**config.mk**
```make
export PLATFORM = sky130hd
export DESIGN_NAME = coalescing_notification_queue
export DESIGN_NICKNAME = d
export VERILOG_FILES = /design/src/hw/rtl/cnq_pkg.sv /design/src/hw/rtl/coalescing_notification_queue.sv
export VERILOG_INCLUDE_DIRS = /design/src /design/src/hw/rtl
export SDC_FILE = /design/constraint.sdc
export NUM_CORES = 1
export LEC_CHECK = 0
export ABC_AREA = 1
export BUFFER_PORTS_ARGS = -buffer_cell sky130_fd_sc_hd__buf_2
export CORE_ASPECT_RATIO = 0.75
export CORE_MARGIN = 2
export CORE_UTILIZATION = 60
export CTS_CLUSTER_SIZE = 12
export DETAILED_ROUTE_END_ITERATION = 8
export GPL_ROUTABILITY_DRIVEN = 0
export PLACE_DENSITY = 0.88
export SLEW_MARGIN = 20
export SYNTH_ARGS = -nofsm -noshare
export SYNTH_HDL_FRONTEND = slang
export SYNTH_SLANG_ARGS = --single-unit
```
**constraint.sdc**
```tcl
create_clock -name aclk -period 6.8 [get_ports aclk]
set_clock_uncertainty 0.2 [all_clocks]
set_input_delay 0.68 -clock aclk [delete_from_list [all_inputs] [get_ports aclk]]
set_output_delay 0.68 -clock aclk [all_outputs]
set_load 0.1 [all_outputs]
```
**src/hw/rtl/coalescing_notification_queue_macros.svh**
```systemverilog
// Assertion macros shared by the RTL. Clock is aclk, reset is aresetn (active low).
`ifndef COALESCING_NOTIFICATION_QUEUE_MACROS_SVH
`define COALESCING_NOTIFICATION_QUEUE_MACROS_SVH

`ifndef SYNTHESIS
// prop must hold at every edge out of reset
`define CNQ_ASSERT(lbl, prop) \
    lbl: assert property (@(posedge aclk) disable iff (!aresetn) (prop)) \
        else $error("cnq assertion failed");
// cond must never be true out of reset
`define CNQ_NEVER(lbl, cond) \
    lbl: assert property (@(posedge aclk) disable iff (!aresetn) !(cond)) \
        else $error("cnq forbidden condition seen");
`else
`define CNQ_ASSERT(lbl, prop)
`define CNQ_NEVER(lbl, cond)
`endif

`endif

```
**src/hw/rtl/cnq_pkg.sv**
```systemverilog
`timescale 1ns / 1ps

package cnq_pkg;

    localparam int ID_W     = 16;
    localparam int PATH_W   = 3 * ID_W;
    localparam int STATUS_W = 3;

    // tuser on the slave side
    localparam logic ACT_ADD   = 1'b0;
    localparam logic ACT_DRAIN = 1'b1;

    typedef enum logic [STATUS_W-1:0] {
        ST_ADDED     = 3'd0,
        ST_DUPLICATE = 3'd1,
        ST_FULL      = 3'd2,
        ST_EMITTED   = 3'd3,
        ST_EMPTY     = 3'd4
    } status_t;

    typedef enum logic [1:0] {
        S_IDLE,
        S_SCAN,
        S_DRAIN
    } state_t;

endpackage

```
**src/hw/rtl/coalescing_notification_queue.sv**
```systemverilog
`timescale 1ns / 1ps
// Coalescing notification queue: a small deduplicating FIFO of resource paths.
// Slave channel (s_*): one beat per request. s_tuser = 0 adds the path in
// s_tdata, s_tuser = 1 drains the queue. Master channel (m_*): result beats,
// m_tuser holds the status, m_tlast marks the final beat of a request.
// An add returns one beat (added, duplicate or full). A drain returns one
// beat per stored path, oldest first, then leaves the queue empty; a drain on
// an empty queue returns a single "empty" beat.
// Paths live in a single-port-write, registered-read memory. An add walks the
// N stored entries through that read port, one per cycle, and compares each
// with the new path. A drain reads one entry per cycle while the receiver
// does not stall and sends each one out. One request is handled at a time;
// s_tready is high only between requests and stays low during reset.
// The result register decouples the sides: a finished result waits there
// while the next request is taken. When m_tready is low, a drain stops
// reading and an add holds its result until the register frees up, and
// nothing is lost or repeated.
// Reset (aresetn low, synchronous) empties the queue and drops any beat in
// flight; memory contents are not cleared, only the entry count.
`include "coalescing_notification_queue_macros.svh"

module coalescing_notification_queue #(
    parameter int QUEUE_DEPTH = 8
) (
    input  logic                         aclk,
    input  logic                         aresetn,
    input  logic                         s_tvalid,
    output logic                         s_tready,
    // [15:0] obj_id, [31:16] inst_id, [47:32] res_id
    input  logic [cnq_pkg::PATH_W-1:0]   s_tdata,
    // [0] action
    input  logic                         s_tuser,
    output logic                         m_tvalid,
    input  logic                         m_tready,
    // [15:0] out_object, [31:16] out_instance, [47:32] out_resource
    output logic [cnq_pkg::PATH_W-1:0]   m_tdata,
    // [2:0] status
    output logic [cnq_pkg::STATUS_W-1:0] m_tuser,
    output logic                         m_tlast
);

    import cnq_pkg::*;

    localparam int IDX_W = (QUEUE_DEPTH > 1) ? $clog2(QUEUE_DEPTH) : 1;
    localparam int CNT_W = $clog2(QUEUE_DEPTH + 1);
    localparam logic [CNT_W-1:0] CNT_FULL = CNT_W'(QUEUE_DEPTH);

    // path memory, registered read
    logic [PATH_W-1:0] mem [QUEUE_DEPTH];
    logic [PATH_W-1:0] rd_data_reg;
    logic              rd_en;
    logic              wr_en;

    state_t            state_reg, state_next;
    logic [CNT_W-1:0]  cnt_reg, cnt_next;       // stored entries
    logic [CNT_W-1:0]  rd_idx_reg, rd_idx_next; // next entry to read
    logic              pend_reg, pend_next;     // rd_data_reg holds an unused read
    logic              pend_last_reg, pend_last_next;
    logic              match_reg, match_next;
    logic              match_now;
    logic              move;
    logic              issue;
    logic              out_free;

    logic [PATH_W-1:0] key_reg;
    logic              act_reg;
    logic              s_accept;

    logic              out_vld_reg, out_vld_next;
    logic              out_load;
    status_t           out_status_next;
    logic [PATH_W-1:0] out_path_next;
    logic              out_last_next;
    status_t           out_status_reg;
    logic [PATH_W-1:0] out_path_reg;
    logic              out_last_reg;

    assign s_accept = s_tvalid && s_tready;
    assign out_free = !out_vld_reg || m_tready;

    always_ff @(posedge aclk) begin
        if (wr_en) begin
            mem[cnt_reg[IDX_W-1:0]] <= key_reg;
        end
        if (rd_en) begin
            rd_data_reg <= mem[rd_idx_reg[IDX_W-1:0]];
        end
    end

    always_ff @(posedge aclk) begin
        if (s_accept) begin
            key_reg <= s_tdata;
            act_reg <= s_tuser;
        end
        if (out_load) begin
            out_status_reg <= out_status_next;
            out_path_reg   <= out_path_next;
            out_last_reg   <= out_last_next;
        end
    end

    always_ff @(posedge aclk) begin
        if (!aresetn) begin
            state_reg     <= S_IDLE;
            cnt_reg       <= '0;
            rd_idx_reg    <= '0;
            pend_reg      <= 1'b0;
            pend_last_reg <= 1'b0;
            match_reg     <= 1'b0;
            out_vld_reg   <= 1'b0;
        end else begin
            state_reg     <= state_next;
            cnt_reg       <= cnt_next;
            rd_idx_reg    <= rd_idx_next;
            pend_reg      <= pend_next;
            pend_last_reg <= pend_last_next;
            match_reg     <= match_next;
            out_vld_reg   <= out_vld_next;
        end
    end

    always_comb begin
        state_next      = state_reg;
        cnt_next        = cnt_reg;
        rd_idx_next     = rd_idx_reg;
        pend_next       = 1'b0;
        pend_last_next  = 1'b0;
        match_next      = match_reg;
        out_vld_next    = out_vld_reg && !m_tready;
        out_load        = 1'b0;
        out_status_next = ST_ADDED;
        out_path_next   = '0;
        out_last_next   = 1'b1;
        rd_en           = 1'b0;
        wr_en           = 1'b0;
        s_tready        = 1'b0;
        issue           = 1'b0;
        move            = 1'b0;
        match_now       = match_reg || (pend_reg && (rd_data_reg == key_reg));

        case (state_reg)
            S_IDLE: begin
                s_tready = aresetn;
                if (s_tvalid) begin
                    rd_idx_next = '0;
                    match_next  = 1'b0;
                    // a drain of an empty queue goes through the scan path
                    if (s_tuser == ACT_DRAIN && cnt_reg != '0) begin
                        state_next = S_DRAIN;
                    end else begin
                        state_next = S_SCAN;
                    end
                end
            end

            S_SCAN: begin
                issue      = (rd_idx_reg != cnt_reg);
                rd_en      = issue;
                pend_next  = issue;
                match_next = match_now;
                if (issue) begin
                    rd_idx_next = rd_idx_reg + CNT_W'(1);
                end else if (out_free) begin
                    out_load     = 1'b1;
                    out_vld_next = 1'b1;
                    state_next   = S_IDLE;
                    if (act_reg == ACT_DRAIN) begin
                        out_status_next = ST_EMPTY;
                    end else if (match_now) begin
                        out_status_next = ST_DUPLICATE;
                    end else if (cnt_reg == CNT_FULL) begin
                        out_status_next = ST_FULL;
                    end else begin
                        out_status_next = ST_ADDED;
                        wr_en           = 1'b1;
                        cnt_next        = cnt_reg + CNT_W'(1);
                    end
                end
            end

            S_DRAIN: begin
                move  = pend_reg && out_free;
                issue = (rd_idx_reg != cnt_reg) && (!pend_reg || move);
                rd_en = issue;
                pend_next = issue || (pend_reg && !move);
                if (issue) begin
                    rd_idx_next    = rd_idx_reg + CNT_W'(1);
                    pend_last_next = ((rd_idx_reg + CNT_W'(1)) == cnt_reg);
                end else begin
                    pend_last_next = pend_reg && !move && pend_last_reg;
                end
                if (move) begin
                    out_load        = 1'b1;
                    out_vld_next    = 1'b1;
                    out_status_next = ST_EMITTED;
                    out_path_next   = rd_data_reg;
                    out_last_next   = pend_last_reg;
                    if (pend_last_reg) begin
                        cnt_next   = '0;
                        state_next = S_IDLE;
                    end
                end
            end

            default: begin
                state_next = S_IDLE;
            end
        endcase
    end

    assign m_tvalid = out_vld_reg;
    assign m_tdata  = out_path_reg;
    assign m_tuser  = out_status_reg;
    assign m_tlast  = out_last_reg;

    // queue never holds more than its depth
    `CNQ_ASSERT(a_cnt_bound, cnt_reg <= CNT_FULL)
    // reads stay inside the stored entries
    `CNQ_NEVER(a_rd_in_range, rd_en && (rd_idx_reg >= cnt_reg))
    // a drain always ends with the queue empty
    `CNQ_ASSERT(a_drain_empties, (state_reg == S_DRAIN && state_next == S_IDLE) |=> cnt_reg == '0)
    // no memory write while a drain is reading entries out
    `CNQ_NEVER(a_no_wr_in_drain, wr_en && (state_reg != S_SCAN))

endmodule

```
# [Word level (Yosys, flattened, before mapping)]
# Memories as Yosys holds them, arrays and structs flattened. A register that Yosys moved wholly into a read port is not among the register bits.
# Index checks and enable logic that the tools add are counted.
[totals] in_bits=53 out_inout_bits=54 ramBits=384 ff_bits=115 mem_count=1
[mem_list] memory="mem" words=8 width=48 rd=1 rd_ports_with_merged_regs=1 write_ports=1 line="coalescing_notification_queue.sv:49" source="logic [PATH_W-1:0] mem [QUEUE_DEPTH];"
[op_classes] addsub=2 eq_ne=16 muxes=48 n_reduce_logical=27
[ops] op="$eq A48 B48 Y1" count=1
[ops] op="$mux W4" count=10
[ops] op="$ne A2 B2 Y1 const B" count=10
[ops] op="$mux W2" count=9
[ops] op="$mux W1" count=17
[ops] op="$pmux W4 S3" count=1
[ops] op="$pmux W1 S2" count=5
[ops] op="$mux W3" count=3
[ops] op="$add A4 B1 Y4 const B" count=2
[ops] op="$logic_and A1 B1 Y1" count=8
[ops] op="$pmux W4 S2" count=1
[ops] op="$reduce_and A8 Y1" count=1
[ops] op="$pmux W2 S3" count=1
[ops] op="$pmux W3 S2" count=1
[ops] op="$reduce_and A2 Y1" count=3
[ops] op="$reduce_and A5 Y1" count=1
[ops] op="$eq A4 B4 Y1" count=1
[ops] op="$eq A4 B4 Y1 const B" count=1
[ops] op="$logic_not A1 Y1" count=4
[ops] op="$logic_or A1 B1 Y1" count=4
[ops] op="$ne A4 B4 Y1" count=1
[ops] op="$reduce_and A4 Y1" count=1
[ops] op="$reduce_bool A2 Y1" count=2
[ops] op="$reduce_bool A4 Y1" count=1
[ops] op="4 further kinds" count=4

# [Longest topological paths before layout]
# Gate-level depths: netlist of run 1.
[logic_depth] depth_word=10 mapped_depth=15 ltp_nobuf=15

# [Least setup slack after synthesis of run 1]
# No wires, ideal clock.
[synth_path] kind="register -> register" start="register cnt_reg[1]" end="register rd_data_reg[0] (read register of mem) (enable)" setup_time_ns=0.526 arrival_time_ns=4.549 synth_period_minus_slack_ns=5.275 stages_incl_launch_ff=7 setup_slack_ns=1.525 required_ns=6.074 path_cell_list="dfxtp_1 buf_2 xor2_1 nor2_4 nand3_2 nand2_2 a211oi_1"
[synth_between] elab_chain_len=3
[synth_lines] element="from (decl)" line="coalescing_notification_queue.sv:55" source="logic [CNT_W-1:0] cnt_reg, cnt_next;"
[synth_lines] element="from (signal assigned)" line="coalescing_notification_queue.sv:113" source="cnt_reg <= cnt_next;"
[synth_lines] element="$ne A4 B4 Y1 (*)" line="coalescing_notification_queue.sv:157, coalescing_notification_queue.sv:183"
[synth_lines] element="$logic_and A1 B1 Y1" line="coalescing_notification_queue.sv:183" source="issue = (rd_idx_reg != cnt_reg) && (!pend_reg || move);"
[synth_lines] element="$pmux W1 S2 (*)" line="coalescing_notification_queue.sv:141" source="case (state_reg)"
[synth_lines] element="via rd_en" line="coalescing_notification_queue.sv:51" source="logic rd_en;"
[synth_lines] element="to (decl)" line="coalescing_notification_queue.sv:50" source="logic [PATH_W-1:0] rd_data_reg;"
# The timed path passes the listed nets; every way through them passes the cells marked *.
# A chain may end at the register's enable or synchronous reset.

# [Worst setup path in the final report of run 1]
[layout_path] start="register rd_idx_reg[0]" end="memory mem[2][32] (netlist bit) (enable)"
[layout_between] elab_chain_len=5
[layout_lines] element="from (decl)" line="coalescing_notification_queue.sv:56" source="logic [CNT_W-1:0] rd_idx_reg, rd_idx_next;"
[layout_lines] element="from (signal assigned)" line="coalescing_notification_queue.sv:114" source="rd_idx_reg <= rd_idx_next;"
[layout_lines] element="$ne A4 B4 Y1" line="coalescing_notification_queue.sv:157" source="issue = (rd_idx_reg != cnt_reg);"
[layout_lines] element="$mux W1" line="coalescing_notification_queue.sv:161" source="if (issue) begin"
[layout_lines] element="$mux W1" line="coalescing_notification_queue.sv:141"
[layout_lines] element="$mux W1" line="coalescing_notification_queue.sv:82" source="if (wr_en) begin"
[layout_lines] element="$mux W1 (not written as such)" line="coalescing_notification_queue.sv:83" source="mem[cnt_reg[IDX_W-1:0]] <= key_reg;"
[layout_lines] element="to (decl)" line="coalescing_notification_queue.sv:49"
# No other way between the ends.

==> results of run 1 <==
[metal layers]
metal | track usage, % | vias up | wire [um]
met5 | 0 | - | 0
met2 | 43.3 | 973 | 24400
li1 | - | 6134 | -
met3 | 5.38 | 136 | 5920
met1 | 36.4 | 6661 | 18600
met4 | 11.0 | 0 | 1630
[synth_stat cells]
library cell	n	area share, %
nand2_4	1	0.052
nand4_2	1	0.058
buf_2	26	0.61
clkbuf_1	52	0.91
o22ai_1	51	1.5
xor2_1	7	0.29
o21ai_1	16	0.37
nand3b_1	1	0.035
nand3_1	11	0.26
nor3_2	8	0.37
o31ai_1	1	0.035
xnor2_1	8	0.33
xnor2_2	1	0.076
inv_2	11	0.19
edfxtp_1	533	74
nand3_2	1	0.047
buf_6	1	0.052
nor2_2	1	0.029
ha_1	7	0.41
nor2_4	3	0.16
nor3_1	4	0.093
o21ai_2	1	0.041
inv_1	94	1.6
a211oi_1	1	0.035
clkinv_1	1	0.017
a22oi_1	2	0.070
nor2_1	431	7.5
a21oi_2	1	0.041
buf_4	3	0.10
a221oi_1	1	0.041
nor4_1	1	0.029
a31oi_1	48	1.4
o21ai_0	189	4.4
dfxtp_1	14	1.3
xor2_2	1	0.076
a21oi_1	13	0.30
nand2_1	143	2.5
buf_1	1	0.017
nand2_2	5	0.15
[worst min-delay path by stage]
stage                      startpoint          end  slack [ns]
after floorplan             match_reg    match_reg        0.24
after global placement      match_reg    match_reg        0.26
after detailed placement    match_reg    match_reg        0.27
after CTS                 s_tdata[26]  key_reg[26]        0.05
after global routing       s_tdata[0]   key_reg[0]        0.05
final                     s_tdata[43]  key_reg[43]        0.06
[logic make-up (layout without fill, tap and decap cells)]
group	after synthesis	count (layout)	synth area share [%]
other	0	1	0
buffers and inverters	189	302	3.54
DFF	547	547	75.8
AOI/OAI and AO/OA	324	324	8.22
and+or+nand+nor	611	611	11.3
adders and majority gates	7	7	0.407
xor gates and xnor gates	17	17	0.763
[final cells by class]
type,count,area (um2)
timing repair buffer,122,651
fill,2233,11100
clock buffer,68,1400
sequential,547,16300
multi-input combinational,959,4520
tap,457,572
inverter,106,400
antenna,1,2.50
clock inverter,6,88.8
[per-stage QoR]
stage / power (mW) / utilization, % / instances / worst slack, ns / instance area, um2
floorplan: 6.06 / - / 1695 / 1.52 / 21500
global placement: 6.54 / 64.1 / 2191 / 2.84 / 22400
detailed placement: 6.67 / 64.1 / 2191 / 2.67 / 22400
CTS: 9.28 / 68.4 / 2265 / 2.64 / 23900
global route: 9.66 / 68.4 / 2265 / 2.42 / 23900
finish: 9.31 / 68.4 / 2266 / 2.61 / 23900
[power breakdown]
group          total (mW)  switching (mW)  internal (mW)
Combinational        2.25            1.68          0.565
Sequential           4.42           0.301           4.12
Clock                2.64            1.17           1.47
==> results by group, run 1 <==
Status
  – Outcome: completed

Clock network
  – Root Buffer: clkbuf_16
  – CTS Buf Count: 53
  – Worst skew pair latency: 0.59 ns
  – CTS max path bufs: 3
  – Worst-path clk slew: 0.06 ns
  – H-tree levels: 2
  – Post-cts sizing count: 0
  – CTS sink count: 547
  – CTS tree: done
  – # hold bufs at CTS: 0
  – Setup bufs post-CTS: 0

Final layout
  – Most frequent cells in the layout: 533 x edfxtp_1, 430 x nor2_1, 189 x o21ai_0
  – Nets@finish: 1849
  – Number of flip-flops in the largest register: 384
  – Commonest non-fill, non-tap cell in the layout: edfxtp_1
  – Area Growth Syn to Fin: 11.3%
  – Layout cells sized above 1: 12.3%

Setup path
  – Buf/Inv on CP: 1
  – Worst reg2reg path startpoint: rd_idx_reg[0]
  – Worst Setup EP: mem[2][32]
  – CP required: 6.82 ns
  – Crit. End Element: flip-flop
  – Crit path kind: flip-flop to flip-flop
  – Critical path, cell by cell: xor2_2, nor2_4, nand4_2, nor2_2, nand2_2, nor2_4, nand2_4, nor3_4, buf_4
  – Critical Path Stages: 9
  – Crit path max fanout: 98
  – CP top delay family: simple AND/OR/NAND/NOR gates
  – CP Launch Point: rd_idx_reg[0]
  – Cell count of the worst reg-to-reg path: 9
  – Crit-path slowest cell: dfxtp_4
  – FF-to-FF End: mem[2][32]
  – Worst path most repeated cell: nor2_4
  – CP peak stage delay: 1.05 ns
  – R2R Setup Slk: 2.61 ns
  – Startpoint types: flip-flop
  – CP Data Arrival Time: 4.21 ns

Synth
  – Syn_area_per_cell: 12.7 um2
  – Unique masters post-synth: 39
  – YS warnings: 0
  – Sequential area share after synthesis: 75.8%
  – Syn_nets: 1755
  – FF+latch count, synth: 547
  – Mapped cell area: 21500 um2
  – Gate Count Post-Synth: 1695

Timing
  – Final period utilization: 61.7%
  – Final-report setup violation count: 0
  – Worst Tran Pin Value: 1.19 ns
  – Final Hold Fails: 0
  – Hold slack: 0.0641 ns
  – Max Fclk: 0.238 GHz
  – Crit path time final: 4.19 ns
  – RSZ-0062 raised after global routing: no
  – Slew margin rel.: 20.8%
  – Total negative slack: 0 ns
  – Max-slew violations: 0

Die
  – Core Rows: 59
  – Chip width: 223 um
  – Placeable Area: 35000 um2
  – Die area: 37400 um2
  – Die Y: 168 um
  – Starting Density: 61.4%
  – Top Ports: 107

Min path
  – HP Class: input pin to flip-flop
  – Hold path cells: 1

Route
  – Total Wirelength: 50.5 mm
  – Antenna viol nets, final: 0
  – Vias/cell: 6.14
  – WL/cell: 22.3 um
  – Residual DRC: 0
  – TritonRoute pass-1 iters: 6
  – Via Count: 13904
  – Iteration-0 DRC Markers: 2152

Power
  – Leakage: 8.57 nW
  – P per Cell Area: 389 nW/um2
  – Worst vdd ir: 0.236 mV

Placement
  – Post-DP HPWL: 28.3 mm
  – IO Port Bufs: 106

Global route
  – GRT Total Usage: 26.8%
  – Gr ovfl total: 0
  – Initial antenna violation count: 1
  – Vias in the first global route: 13841
  – Largest net degree at the start of global routing: 111
  – First-pass GRT wire length: 76.5 mm

Job
  – Max Cap Viol: 0
No activity file was read; power rests on OpenSTA's default activity.
==> run 2, diff against run 1 <==
--- a/config.mk
+++ b/config.mk
@@ -6,7 +6,7 @@
 export SDC_FILE = /design/constraint.sdc
 export NUM_CORES = 1
 export LEC_CHECK = 0
-export ABC_AREA = 1
+export ABC_AREA = 0
 export BUFFER_PORTS_ARGS = -buffer_cell sky130_fd_sc_hd__buf_2
 export CORE_ASPECT_RATIO = 0.75
 export CORE_MARGIN = 2
==> constraint.sdc (replaced) <==
create_clock -name aclk -period 4.2 [get_ports aclk]
set_clock_uncertainty 0.2 [all_clocks]
set_input_delay 0.42 -clock aclk [delete_from_list [all_inputs] [get_ports aclk]]
set_output_delay 0.42 -clock aclk [all_outputs]
set_load 0.1 [all_outputs]
==> run 2 against run 1 <==
Net effect: synthesized cell count shrank 42%; sequential share of layout area decreased by 0.30 points; first-iteration DRC count is 42% lower; combinational power about the same; critical endpoint is now mem[1][22]; non-clock buffer count rose by 52; count of clock-buffer cells in the layout up 1; hold slack better by 0.00078 ns; largest power group unchanged; critical path depth fell by 1; worst setup slack got worse by 1.7 ns; routed wire length down 11%.
==> results by group, run 2 <==
Setup path
  – CP peak stage delay: 0.53 ns (-0.52 ns)
  – CP Data Arrival Time: 3.40 ns (-0.81 ns)
  – CP required: 4.28 ns (-2.54 ns)
  – Crit path kind: flip-flop to flip-flop
  – CP top delay family: simple AND/OR/NAND/NOR gates
  – Critical path, cell by cell: xnor2_1, nand4_1, nor4_1, nand4_1, nand2b_1, buf_4, nor3_2, buf_12
  – Crit. End Element: flip-flop
  – Startpoint types: flip-flop
  – Worst path most repeated cell: nand4_1
  – Crit-path slowest cell: edfxtp_1
  – Buf/Inv on CP: 2 (+1)
  – Crit path max fanout: 48 (-51%)

Synth
  – YS warnings: 0 (unchanged)
  – Largest cells by area after synthesis: edfxtp_1 77%, mux4_2 10%, mux2_2 2.6%, xnor2_1 2.1%, and2_1 1.4%
  – Main synth FF type: edfxtp_1
  – Syn_nets: 1035 (-41%)
  – Largest family of logic cells by synthesized area: multiplexers
  – Gate Count Post-Synth: 975 (-42%)
  – Unique masters post-synth: 55 (+41%)
  – Post-Synth Adder-Cell Area: 0.420% (+0.013 points)
  – Post-synthesis compound-gate area fraction: 1.04% (-7.2 points)
  – Mapped cell area: 20800 um2 (-3.0%)
  – Number of synthesized flops with an enable pin: 533 (unchanged)
  – Area fraction of the dominant cell type after synthesis: 76.8% (+2.3 points)
  – Synth Area in XOR/XNOR: 2.18% (+1.4 points)
  – FF+latch count, synth: 547 (unchanged)
  – Multiplexer area fraction after synthesis: 13.2% (+13 points)
  – Sequential area share after synthesis: 78.1% (+2.3 points)
  – Post-Synth Simple-Gate Area: 3.91% (-7.4 points)
  – Most frequent cell after synthesis: edfxtp_1
  – Syn_area_per_cell: 21.4 um2 (+69%)
  – Synth async-reset ratio: 0% (unchanged)
  – Post-synth top cells: 533 x edfxtp_1, 96 x mux4_2, 49 x xnor2_1, 48 x mux2_2, 46 x and2_1
  – Yosys top cell by area: edfxtp_1

Power
  – Worst vdd ir: 0.406 mV (+72%)
  – Leakage: 7.67 nW (-11%)
  – P per Cell Area: 546 nW/um2 (+40%)

Final layout
  – Area Growth Syn to Fin: 15.3%
  – Number of flip-flops in the largest register: 384 (unchanged)
  – Layout cells sized above 1: 29.6% (+17 points)
  – Commonest non-fill, non-tap cell in the layout: edfxtp_1
  – Nets@finish: 1222 (-34%)
  – Final instance area: 24000 um2 (+0.47%)
  – Most frequent cells in the layout: 533 x edfxtp_1, 106 x buf_2, 96 x mux4_2
  – Fin cells: 1638 (-28%)
  – Ant. Diodes: 0 (-1)

Die
  – Starting Density: 60.5% (-0.95 points)
  – Placeable Area: 34500 um2 (-1.5%)
  – Top Ports: 107 (unchanged)
  – Die area: 36300 um2 (-2.9%)
  – Core Rows: 59 (unchanged)
  – Chip width: 219 um (-1.5%)
  – Die Y: 165 um (-1.5%)

Clock network
  – Worst-path clk slew: 0.06 ns (about the same)
  – CTS tree: done
  – Worst skew pair latency: 0.58 ns (about the same)
  – H-tree levels: 2 (unchanged)
  – CTS sink count: 547 (unchanged)
  – Root Buffer: clkbuf_16
  – Setup bufs post-CTS: 0 (unchanged)
  – # hold bufs at CTS: 50 (+50)
  – Post-cts sizing count: 0 (unchanged)
  – CTS max path bufs: 3 (unchanged)
  – CTS Buf Count: 52 (-1.9%)

Timing
  – Final-report setup violation count: 0 (unchanged)
  – Slew margin rel.: 24.5% (+3.6 points)
  – Worst Tran Pin Value: 1.13 ns (-0.0546 ns)
  – Max Fclk: 0.301 GHz (+26%)
  – Max-slew violations: 0 (unchanged)
  – RSZ-0062 raised after global routing: no
  – Crit path time final: 3.32 ns (-0.874 ns)
  – Hold slack: 0.0649 ns (+0.000776 ns)
  – Final period utilization: 79.0% (+17 points)
  – Final Hold Fails: 0 (unchanged)

Global route
  – Gr ovfl total: 0 (unchanged)
  – GRT Total Usage: 25.6% (-1.2 points)
  – Largest net degree at the start of global routing: 101 (-9.0%)
  – Initial antenna violation count: 3 (+2)
  – First-pass GRT wire length: 66.3 mm (-13%)
  – Vias in the first global route: 10548 (-24%)

Placement
  – IO Port Bufs: 106 (unchanged)
  – Placed inst area: 22100 um2 (-1.5%)
  – Post-DP HPWL: 24.4 mm (-14%)
  – Inst Count DP: 1515 (-31%)

Status
  – Outcome: completed

Route
  – WL/cell: 27.4 um (+23%)
  – Residual DRC: 0 (unchanged)
  – TritonRoute pass-1 iters: 5 (-1)
  – Vias/cell: 6.30 (+2.6%)
  – Antenna viol nets, final: 0 (unchanged)
  – Total Wirelength: 44.9 mm (-11%)
  – Iteration-0 DRC Markers: 1240 (-42%)
  – Via Count: 10312 (-26%)

Job
  – Max Cap Viol: 0 (unchanged)

Min path
  – HP Class: input pin to flip-flop
[run 2: cell count changes after synthesis, moves of 46 or more]
cell and change:
nor2_1 -412, o21ai_0 -185, nand2_1 -130, mux4_2 +96, inv_1 -80, mux2_2 +48
o22ai_1 -47, a31oi_1 -46, and2_1 +46
[run 2: logic make-up after synthesis]
kind of cell    count (synthesis)
compound gates                 30
xor+xnor                       52
fa+ha+maj                       7
buf+inv                        56
flops                         547
mux                           148
simple gates                  135
[run 2: tightest hold or removal path, cell delays in order]
cell and delay, ns:
buf_2 0.09, nand2b_2 0.18, a221oi_1 0.10
[run 2: path summary, 6_finish.rpt]
path,startpoint,endpoint,slack (ns),cells after the start
setup / recovery,key_reg[43],mem[1][22],0.88,8
hold / removal,m_tready,m_tvalid,0.06,3
setup reg to reg,key_reg[43],mem[1][22],0.88,8
hold reg to reg,rd_idx_reg[3],rd_idx_reg[3],0.31,2
[run 2: per-layer routing]
layer	vias to the layer above	routed length [um]	global-route usage, %
met5	-	0	0
met4	0	1520	9.46
met3	103	4380	4.38
met2	642	21700	40.6
met1	5270	17200	36.6
li1	4297	-	-
[run 2: power by group]
part	internal (mW)	switching [mW]	total [mW]
logic	0.899	1.36	2.26
registers	6.46	0.259	6.72
clock network	2.31	1.84	4.15
[run 2: cell type report]
class | count | area (um2)
Multi-Input combinational cell | 372 | 4400
Timing Repair Buffer | 174 | 1280
Inverter | 15 | 56.3
Clock inverter | 4 | 31.3
Clock buffer | 69 | 1410
Tap cell | 457 | 572
Sequential cell | 547 | 16300
Fill cell | 2010 | 10400
[run 2: metrics by stage]
| stage | total power [mW] | TNS, ns | setup WS, ns | util (%) |
|---|---|---|---|---|
| after floorplan | 8.49 | -372.21 | -1.32 | - |
| after global placement | 8.94 | 0 | 0.975 | 64.1 |
| after detailed placement | 9.04 | 0 | 0.856 | 64.1 |
| after CTS | 13.2 | 0 | 0.825 | 69.7 |
| after global routing | 13.6 | 0 | 0.684 | 69.7 |
| final | 13.1 | 0 | 0.881 | 69.7 |
==> run 3, diff against run 2 <==
--- a/config.mk
+++ b/config.mk
@@ -10,11 +10,11 @@
 export BUFFER_PORTS_ARGS = -buffer_cell sky130_fd_sc_hd__buf_2
 export CORE_ASPECT_RATIO = 0.75
 export CORE_MARGIN = 2
-export CORE_UTILIZATION = 60
+export CORE_UTILIZATION = 55
 export CTS_CLUSTER_SIZE = 12
 export DETAILED_ROUTE_END_ITERATION = 8
 export GPL_ROUTABILITY_DRIVEN = 0
-export PLACE_DENSITY = 0.88
+export PLACE_DENSITY = 0.86
 export SLEW_MARGIN = 20
 export SYNTH_ARGS = -nofsm -noshare
 export SYNTH_HDL_FRONTEND = slang
==> constraint.sdc (replaced) <==
create_clock -name aclk -period 2.77 [get_ports aclk]
set_clock_uncertainty 0.2 [all_clocks]
set_input_delay 0.277 -clock aclk [delete_from_list [all_inputs] [get_ports aclk]]
set_output_delay 0.277 -clock aclk [all_outputs]
set_load 0.1 [all_outputs]
==> run 3 against run 2 <==
Net effect: the flow now finishes with violations (setup timing); register-to-register slack got worse by 0.90 ns; global-route usage fell by 0.67 points; design area rose by 5.9%; sequential share of layout area fell by 3.8 points; combinational power rose by 83%; routed wire length rose by 12%; power rose by 56%; count of clock-buffer cells in the layout fell by 9; hold slack improved by 0.14 ns; final cell count rose by 9.5%; worst setup slack got worse by 0.90 ns; critical endpoint is now mem[3][18]; largest power group unchanged; highest routed layer unchanged.
==> results by group, run 3 (same netlist as run 2, synthesis figures left out) <==
Timing
  – Max-slew violations: 0 (unchanged)
  – Total negative slack: -0.348 ns (-0.348 ns)
  – Final period utilization: 101% (+22 points)
  – Slew margin rel.: 37.2% (+13 points)
  – Crit path time final: 2.79 ns (-0.533 ns)
  – Max Fclk: 0.359 GHz (+19%)
  – Worst Tran Pin Value: 0.943 ns (-0.190 ns)
  – Final Hold Fails: 0 (unchanged)
  – Setup ws final: -0.0158 ns (-0.897 ns)
  – Final-report setup violation count: 34 (+34)

Power
  – Worst vdd ir: 0.667 mV (+64%)
  – P per Cell Area: 804 nW/um2 (+47%)
  – Leakage: 8.42 nW (+9.9%)

Min path
  – Hold path start: s_tdata[16]
  – HP Class: input pin to flip-flop

Final layout
  – Sequential Area: 16300 um2 (about the same)
  – Most frequent cells in the layout: 533 x edfxtp_1, 106 x buf_2, 98 x buf_4
  – Area Growth Syn to Fin: 22.2%
  – Ant. Diodes: 0 (unchanged)
  – Area taken by multi-input logic gates: 4620 um2 (+5.1%)
  – Nets@finish: 1337 (+9.4%)
  – Number of flip-flops in the largest register: 384 (unchanged)
  – Commonest non-fill, non-tap cell in the layout: edfxtp_1
  – Filler cells: 2228 (+11%)
  – Layout cells sized above 1: 38.0% (+8.4 points)

Clock network
  – H-tree levels: 2 (unchanged)
  – CTS tree: done
  – Root Buffer: clkbuf_16
  – CTS max path bufs: 3 (unchanged)
  – CTS sink count: 547 (unchanged)
  – Worst-path clk slew: 0.06 ns (about the same)
  – Worst skew pair latency: 0.59 ns (about the same)
  – CTS Buf Count: 52 (unchanged)

Route
  – Antenna viol nets, final: 0 (unchanged)
  – Iteration-0 DRC Markers: 1610 (+30%)
  – WL/cell: 28.0 um (+2.2%)
  – Residual DRC: 0 (unchanged)
  – TritonRoute pass-1 iters: 5 (unchanged)
  – Vias/cell: 6.10 (-3.1%)
  – Total Wirelength: 50.2 mm (+12%)
  – Via Count: 10942 (+6.1%)

Setup path
  – Crit-path slowest cell: dfxtp_4
  – Crit path kind: flip-flop to flip-flop
  – CP peak stage delay: 0.37 ns (-0.16 ns)
  – Startpoint types: flip-flop
  – Critical path, cell by cell: xnor2_4, nor4bb_2, buf_4, nand3_2, or2_4, buf_4, nor4_4, buf_12, clkbuf_16
  – CP Launch Point: rd_idx_reg[0]
  – Crit. End Element: flip-flop
  – Worst path most repeated cell: buf_4
  – CP required: 2.86 ns (-1.42 ns)
  – CP Data Arrival Time: 2.88 ns (-0.52 ns)
  – Crit path max fanout: 11 (-77%)
  – Worst reg2reg path startpoint: rd_idx_reg[0]

Global route
  – Gr ovfl total: 0 (unchanged)
  – Largest net degree at the start of global routing: 101 (unchanged)
  – Busiest grt layer: met2
  – Met2 usage in global routing: 40.5% (-0.13 points)
  – Initial antenna violation count: 0 (-3)
  – First-pass GRT wire length: 71.8 mm (+8.3%)
  – Vias in the first global route: 11053 (+4.8%)
  – Met1 usage: 35.9% (-0.67 points)
  – Met3 usage: 3.96% (-0.42 points)
  – GRT Total Usage: 24.9% (-0.67 points)

Placement
  – Post-DP HPWL: 28.7 mm (+18%)
  – Pre-CTS WS: -0.183 ns (-1.04 ns)
  – IO Port Bufs: 106 (unchanged)

Status
  – Violated checks: setup timing
  – Outcome: complete, but fails checks

Die
  – Die Y: 173 um (+4.3%)
  – Placeable Area: 37200 um2 (+8.0%)
  – Starting Density: 56.0% (-4.5 points)
  – Top Ports: 107 (unchanged)
  – Chip width: 229 um (+4.4%)
  – Die area: 39500 um2 (+8.9%)
  – Core Rows: 61 (+3.4%)

Job
  – Max Cap Viol: 0 (unchanged)
==> run 3: per-stage QoR <==
| step | power, mW | cells | hold slack (ns) | util (%) | cell area [um2] |
|---|---|---|---|---|---|
| global route | 21.0 | 1793 | 0.200 | 68.4 | 25500 |
| floorplan | 12.9 | 975 | 0.176 | - | 21000 |
| finish | 20.5 | 1793 | 0.206 | 68.4 | 25500 |
| global placement | 14.0 | 1657 | 0.253 | 62.1 | 23100 |
| CTS | 20.4 | 1783 | 0.183 | 67.8 | 25300 |
| detailed placement | 14.1 | 1657 | 0.255 | 62.1 | 23100 |
==> run 3: power breakdown <==
part / internal [mW] / switching (mW) / leakage [nW] / total [mW]
clock: 3.45 / 2.84 / 0.690 / 6.29
sequential: 9.79 / 0.262 / 4.96 / 10.0
combinational: 1.70 / 2.44 / 2.77 / 4.14
==> run 3: layer usage <==
| layer | part of all wire, % | wire (um) |
|---|---|---|
| met4 | 2.4 | 1180 |
| met3 | 9.0 | 4540 |
| met1 | 39 | 19700 |
| met5 | 0 | 0 |
| met2 | 49 | 24800 |
==> run 3: area by class of cell <==
class	instances	area share, %
Sequential cell	547	64.0
Multi-Input combinational cell	372	18.2
Timing Repair Buffer	289	9.61
Clock buffer	60	5.39
Tap cell	504	2.48
Inverter	15	0.221
Clock inverter	6	0.142
==> run 3: final timing paths <==
check / endpoint / slack, ns / cells past startpoint
worst max-delay path: mem[3][18] / -0.02 / 9
worst min-delay path: key_reg[16] / 0.21 / 2
worst max register to register: mem[3][18] / -0.02 / 9
worst min register to register: mem[7][19] / 0.32 / 0
==> run 3: worst max-delay path, delay by kind of cell, from the launching register on <==
family | cells | cell delay [ns]
buffers and inverters | 4 | 0.69
XOR/XNOR | 1 | 0.18
AND/OR/NAND/NOR | 4 | 1.06
flip-flops | 1 | 0.37
==> run 3: what timing repair did <==
action,4_1_cts,5_1_grt
endpoints found under the setup margin,324,379
gates resized for setup,18,14
setup buffers,7,8
pin swaps,6,12
gates cloned,1,3
hold buffers,52,0
hold endpoints to repair,55,0
